## src/hw/rtl/vqh_pkg.sv

```systemverilog
// Shared types and constants of the nearest-codeword histogram block.
`default_nettype none

package vqh_pkg;

  // Request codes carried in req_type.
  localparam logic [1:0] REQ_CB_WRITE = 2'd0;
  localparam logic [1:0] REQ_DESC     = 2'd1;
  localparam logic [1:0] REQ_BIN_READ = 2'd2;
  localparam logic [1:0] REQ_CLEAR    = 2'd3;

  // Result kinds carried in result_kind.
  localparam logic KIND_NEAREST = 1'b0;
  localparam logic KIND_BIN     = 1'b1;

  // Configuration register indexes and port widths.
  localparam int CFG_INDEX_BITS = 2;
  localparam int CFG_DATA_BITS  = 16;
  localparam logic [CFG_INDEX_BITS-1:0] REG_NUM_CENTERS   = 2'd0;
  localparam logic [CFG_INDEX_BITS-1:0] REG_VECTOR_LENGTH = 2'd1;

  // Distance accumulator width and its saturation value.
  localparam int DIST_BITS = 39;
  localparam logic [DIST_BITS-1:0] DIST_MAX = 39'h7F_FFFF_FFFF;

  // Squares of magnitudes at or above 2^SQ_BITS saturate the distance.
  localparam int SQ_BITS = 20;

  // Control that travels with each beat through the distance unit.
  typedef struct packed {
    logic start;        // first beat of a search
    logic first_elem;   // first element of a center
    logic last_elem;    // last element of a center
    logic last_center;  // last element of the last center
  } mac_ctl_t;

endpackage

`default_nettype wire

```

## src/hw/rtl/vqh_dist_unit.sv

```systemverilog
// Shared subtract, square and accumulate unit with running best-center tracking.
`default_nettype none

module vqh_dist_unit #(
  parameter int ELEMENT_BITS = 16,
  parameter int CENTER_BITS  = 8
) (
  input  wire logic                             clk,
  input  wire logic                             rst,
  input  wire logic                             in_valid,
  input  wire vqh_pkg::mac_ctl_t                in_ctl,
  input  wire logic signed [ELEMENT_BITS-1:0]   desc_elem,
  input  wire logic signed [ELEMENT_BITS-1:0]   cb_elem,
  output logic                                  done,
  output logic [vqh_pkg::DIST_BITS-1:0]         best_dist,
  output logic [CENTER_BITS-1:0]                best_idx
);

  localparam int MagW = (ELEMENT_BITS + 1 > vqh_pkg::SQ_BITS + 1) ?
                        ELEMENT_BITS + 1 : vqh_pkg::SQ_BITS + 1;

  logic signed [ELEMENT_BITS:0]   diff;
  logic [ELEMENT_BITS:0]          mag;
  logic [ELEMENT_BITS:0]          mag1;
  logic [MagW-1:0]                mag_w;
  logic [vqh_pkg::SQ_BITS-1:0]    m20;
  logic [2*vqh_pkg::SQ_BITS-1:0]  prod;
  logic [2*vqh_pkg::SQ_BITS-1:0]  sq2;
  logic                           sat2;
  logic                           v1;
  logic                           v2;
  vqh_pkg::mac_ctl_t              ctl1;
  vqh_pkg::mac_ctl_t              ctl2;
  logic [vqh_pkg::DIST_BITS-1:0]  acc;
  logic [vqh_pkg::DIST_BITS-1:0]  acc_base;
  logic [2*vqh_pkg::SQ_BITS-1:0]  term;
  logic [vqh_pkg::DIST_BITS+1:0]  sum;
  logic [vqh_pkg::DIST_BITS-1:0]  acc_next;
  logic [CENTER_BITS-1:0]         cur;
  logic [CENTER_BITS-1:0]         center_now;

  // Stage one: difference and magnitude.
  assign diff = {desc_elem[ELEMENT_BITS-1], desc_elem} - {cb_elem[ELEMENT_BITS-1], cb_elem};
  assign mag  = diff[ELEMENT_BITS] ? (ELEMENT_BITS + 1)'(0) - diff : diff;

  // Stage two: square of the low magnitude bits, with an overflow flag.
  assign mag_w = MagW'(mag1);
  assign m20   = mag_w[vqh_pkg::SQ_BITS-1:0];
  assign prod  = m20 * m20;

  // Stage three: saturating accumulate.
  assign acc_base   = ctl2.first_elem ? '0 : acc;
  assign term       = sat2 ? {1'b0, vqh_pkg::DIST_MAX} : sq2;
  assign sum        = {2'b00, acc_base} + {1'b0, term};
  assign acc_next   = (sum > {2'b00, vqh_pkg::DIST_MAX}) ? vqh_pkg::DIST_MAX :
                      sum[vqh_pkg::DIST_BITS-1:0];
  assign center_now = ctl2.start ? '0 : cur;

  always_ff @(posedge clk) begin
    if (rst) begin
      v1   <= 1'b0;
      v2   <= 1'b0;
      done <= 1'b0;
    end else begin
      v1   <= in_valid;
      v2   <= v1;
      done <= v2 && ctl2.last_center;
    end
  end

  always_ff @(posedge clk) begin
    mag1 <= mag;
    ctl1 <= in_ctl;
    sq2  <= prod;
    sat2 <= (mag_w[MagW-1:vqh_pkg::SQ_BITS] != '0);
    ctl2 <= ctl1;
    if (v2) begin
      acc <= acc_next;
      if (ctl2.last_elem) begin
        cur <= center_now + 1'b1;
        // Strict less-than keeps the lower index on ties.
        if (center_now == '0 || acc_next < best_dist) begin
          best_dist <= acc_next;
          best_idx  <= center_now;
        end
      end else if (ctl2.start) begin
        cur <= '0;
      end
    end
  end

endmodule

`default_nettype wire

```

## config.mk

```make
export PLATFORM = sky130hd
export DESIGN_NAME = vqh_dist_unit
export DESIGN_NICKNAME = d
export VERILOG_FILES = /design/src/hw/rtl/vqh_pkg.sv /design/src/hw/rtl/vqh_dist_unit.sv
export SDC_FILE = /design/constraint.sdc
export NUM_CORES = 1
export LEC_CHECK = 0
export BUFFER_PORTS_ARGS = -buffer_cell sky130_fd_sc_hd__buf_2
export CAP_MARGIN = 30
export CORE_ASPECT_RATIO = 1.25
export CORE_UTILIZATION = 55
export DETAILED_ROUTE_END_ITERATION = 16
export HOLD_SLACK_MARGIN = 0.02
export PLACE_DENSITY_LB_ADDON = 0.12
export SETUP_SLACK_MARGIN = 0.3
export SYNTH_ARGS = -nofsm -noshare
export SYNTH_HDL_FRONTEND = slang
export SYNTH_SLANG_ARGS = --single-unit
```

## constraint.sdc

```tcl
create_clock -name clk -period 8.43 [get_ports clk]
set_input_delay 0.843 -clock clk [delete_from_list [all_inputs] [get_ports clk]]
set_output_delay 0.843 -clock clk [all_outputs]
set_load 0.05 [all_outputs]
```

==> summary.txt <==
Setup path
  – CP most frequent cell: fa_1
  – R2R cell count: 20
  – CP arrival: 7.10 ns
  – Reg2Reg Launch Point: mag1[1]
  – CP peak stage delay: 0.85 ns
  – Crit path kind: reg -> reg
  – Crit-path cells: nand2_1 -> fa_1 -> inv_1 -> fa_1 -> ha_1 -> fa_1 -> inv_1 -> fa_1 -> fa_1 -> inv_1 -> ha_1 -> or3_1 -> or3_1 -> o221a_2 -> o2111ai_2 -> o211ai_1 -> a221o_1 -> a41o_1 -> a21oi_1 -> xnor2_1
  – Worst setup path startpoint: mag1[1]
  – Crit end category: register
  – Worst EP required: 8.78 ns
  – Element type at the critical path start: register
  – Critical path's slowest cell: dfxtp_1
  – Crit-path max FO: 18

Clocking
  – CTS tree: done
  – Buffer depth of the longest clock path: 2
  – Clk root buf: clkbuf_16
  – CTS hold repair buffers: 0
  – Htree depth: 4
  – Clk_lat worst skew: 0.44 ns
  – Worst-path clk slew: around 0.07 ns
  – # Post-CTS Setup Buffers: 0
  – Post-CTS sizing: 0
  – Clock Sinks: 155
  – CTS buffer count: 17

Run status
  – Status: finished clean

Worst hold path
  – Worst Hold Depth: 0
  – HP Start: ctl1[0]
  – Hold Path Class: reg -> reg

Timing
  – Setup violators final: 0
  – Worst Max-Slew Pin Slew: 0.975 ns
  – Minimum clock period: 6.75 ns
  – Setup TNS: 0 ns
  – Rel. slew slack: 34.9%
  – Worst Skew: 0.0126 ns
  – Smallest setup slack after layout: 1.68 ns
  – Final hold violation count: 0
  – Period utilisation layout: 80.1%
  – Max Fclk: between 100 and 150 MHz
  – Max-slew violation count: 0
  – RSZ-0062 raised after global routing: false

Placed design
  – Pre-CTS setup slack: around 1.7 ns
  – GPL Wtd Cong: between 0.8 and 0.9
  – IO Port Bufs: 86
  – Placed inst area: around 0.017 mm^2
  – Detail Placement HPWL: 27300 um

Die
  – Die area: 0.0307 mm^2
  – Core area: 0.0293 mm^2
  – Starting Density: 56.2%
  – Rows: 70
  – Io pins: 87
  – Die Wd: 157 um
  – Die Height: roughly 200 um

Layout
  – Layout fillers: 2526
  – Fin nets: between 2000 and 2500
  – Finished layout cell area: 0.0179 mm^2
  – Final Util: 61.2%
  – Diodes inserted: 0
  – Commonest non-fill, non-tap cells in the layout: inv_1, ha_1, fa_1
  – Commonest non-fill, non-tap cell in the layout: inv_1
  – Area Overhead vs Synth: 8.83%
  – Share of cells above drive strength 1: 8.46%

Route
  – Via-to-Cell Ratio: 5.36
  – Post-route DRC: 0
  – Post-route ant nets: 0
  – WL/cell: 15.6 um
  – Drt pass-1 iters: 4
  – Final wirelength: 33700 um
  – Initial detailed-routing violation count: 516
  – Via count: 11600

Synthesis
  – Synth Flop Type: edfxtp_1
  – Asr flop ratio synth: 0%
  – Synth cell types: 72
  – Seq/Total Area, Yosys: 24.5%
  – Number of synthesized flops with an enable pin: 94
  – Mapped Area: 0.0165 mm^2
  – Yosys warnings: 0
  – Synth Net Count: 2100
  – #FFs+latches synth: around 160
  – Synth Area per Inst: between 9 and 10 um^2
  – Synth Instances: 1672

GRT
  – GRT Util Overall: a little under a quarter
  – Initial antenna violation count: 0
  – Vias in the first global route: 12300
  – Gr ovfl total: 0
  – Largest net degree at the start of global routing: 51
  – First-pass GRT wire length: 57300 um

Job
  – Max Cap Violations: 0
## stage by stage
stage | instances | hold WS, ns
3_5_place_dp | 2126 | 0.313
3_3_place_gp | 2126 | 0.311
5_1_grt | 2158 | 0.345
2_1_floorplan | 1672 | 0.310
4_1_cts | 2158 | 0.327
6_report | 2158 | 0.326
## flip-flops by register name (all words and copies together), names as in the netlist
signal and flops:
best_idx 8, best_dist 39, v2 1, done 1, acc 39, cur 8, v1 1, sq2 33
ctl2 4, mag1 17, ctl1 4
## per-layer routing
layer / up-vias / wire length [um] / GRT usage [%]
li1: 5660 / - / -
met1: 5622 / 14900 / 29.2
met2: 227 / 17000 / 42.6
met3: 52 / 996 / 2.40
met4: 0 / 751 / 7.99
met5: - / 0 / 0
## critical path: cells and delay by family (launching register included)
family | cells | cell delay (ns)
buffers and inverters | 3 | 0.14
flip-flops | 1 | 0.85
XOR/XNOR | 1 | 0.15
AND/OR/NAND/NOR | 3 | 0.93
AO/OA/AOI/OAI | 6 | 1.56
adder cells (fa/ha/maj) | 7 | 3.04
## cells in the mapped netlist (all sizes together), types with 18 or more instances
| master | number | area, um^2 |
|---|---|---|
| inv | 304 | 1140 |
| ha | 196 | 2450 |
| fa | 193 | 3860 |
| nand2 | 147 | 552 |
| edfxtp | 94 | 2820 |
| a21oi | 72 | 364 |
| nor2 | 66 | 248 |
| dfxtp | 61 | 1220 |
| nor2b | 58 | 363 |
| and2 | 57 | 357 |
| xnor2 | 57 | 499 |
| a21o | 44 | 330 |
| o21ai | 40 | 204 |
| xor2 | 36 | 315 |
| clkbuf | 29 | 109 |
| nand3 | 22 | 110 |
| nor3 | 19 | 95.1 |
| o21a | 18 | 135 |
## worst paths after layout
path         slack (ns)  endpoint
max reg2reg        1.68   sq2[31]
min reg2reg        0.33   ctl2[0]
max                1.68   sq2[31]
min                0.33   ctl2[0]
## cell type report
cell class	count	area (um^2)	share of cell area, %
Inverter	304	1140	6.36
Clock buffer	17	425	2.37
Sequential cell	155	4050	22.5
Multi-Input combinational cell	1179	11200	62.3
Clock inverter	15	175	0.976
Tap cell	396	495	2.76
Timing Repair Buffer	92	475	2.65
## cell families after synthesis
family	after synthesis	share of synthesized area, %
simple gates	431	13.0
fa+ha+maj	389	38.3
buf+inv	338	7.73
compound gates	258	11.0
flops	155	24.5
xor+xnor	93	4.94
mux	8	0.524
Power is left out: the tool's default activity adds up to more than one toggle a clock period on the data nets, which glitch-free logic cannot reach.
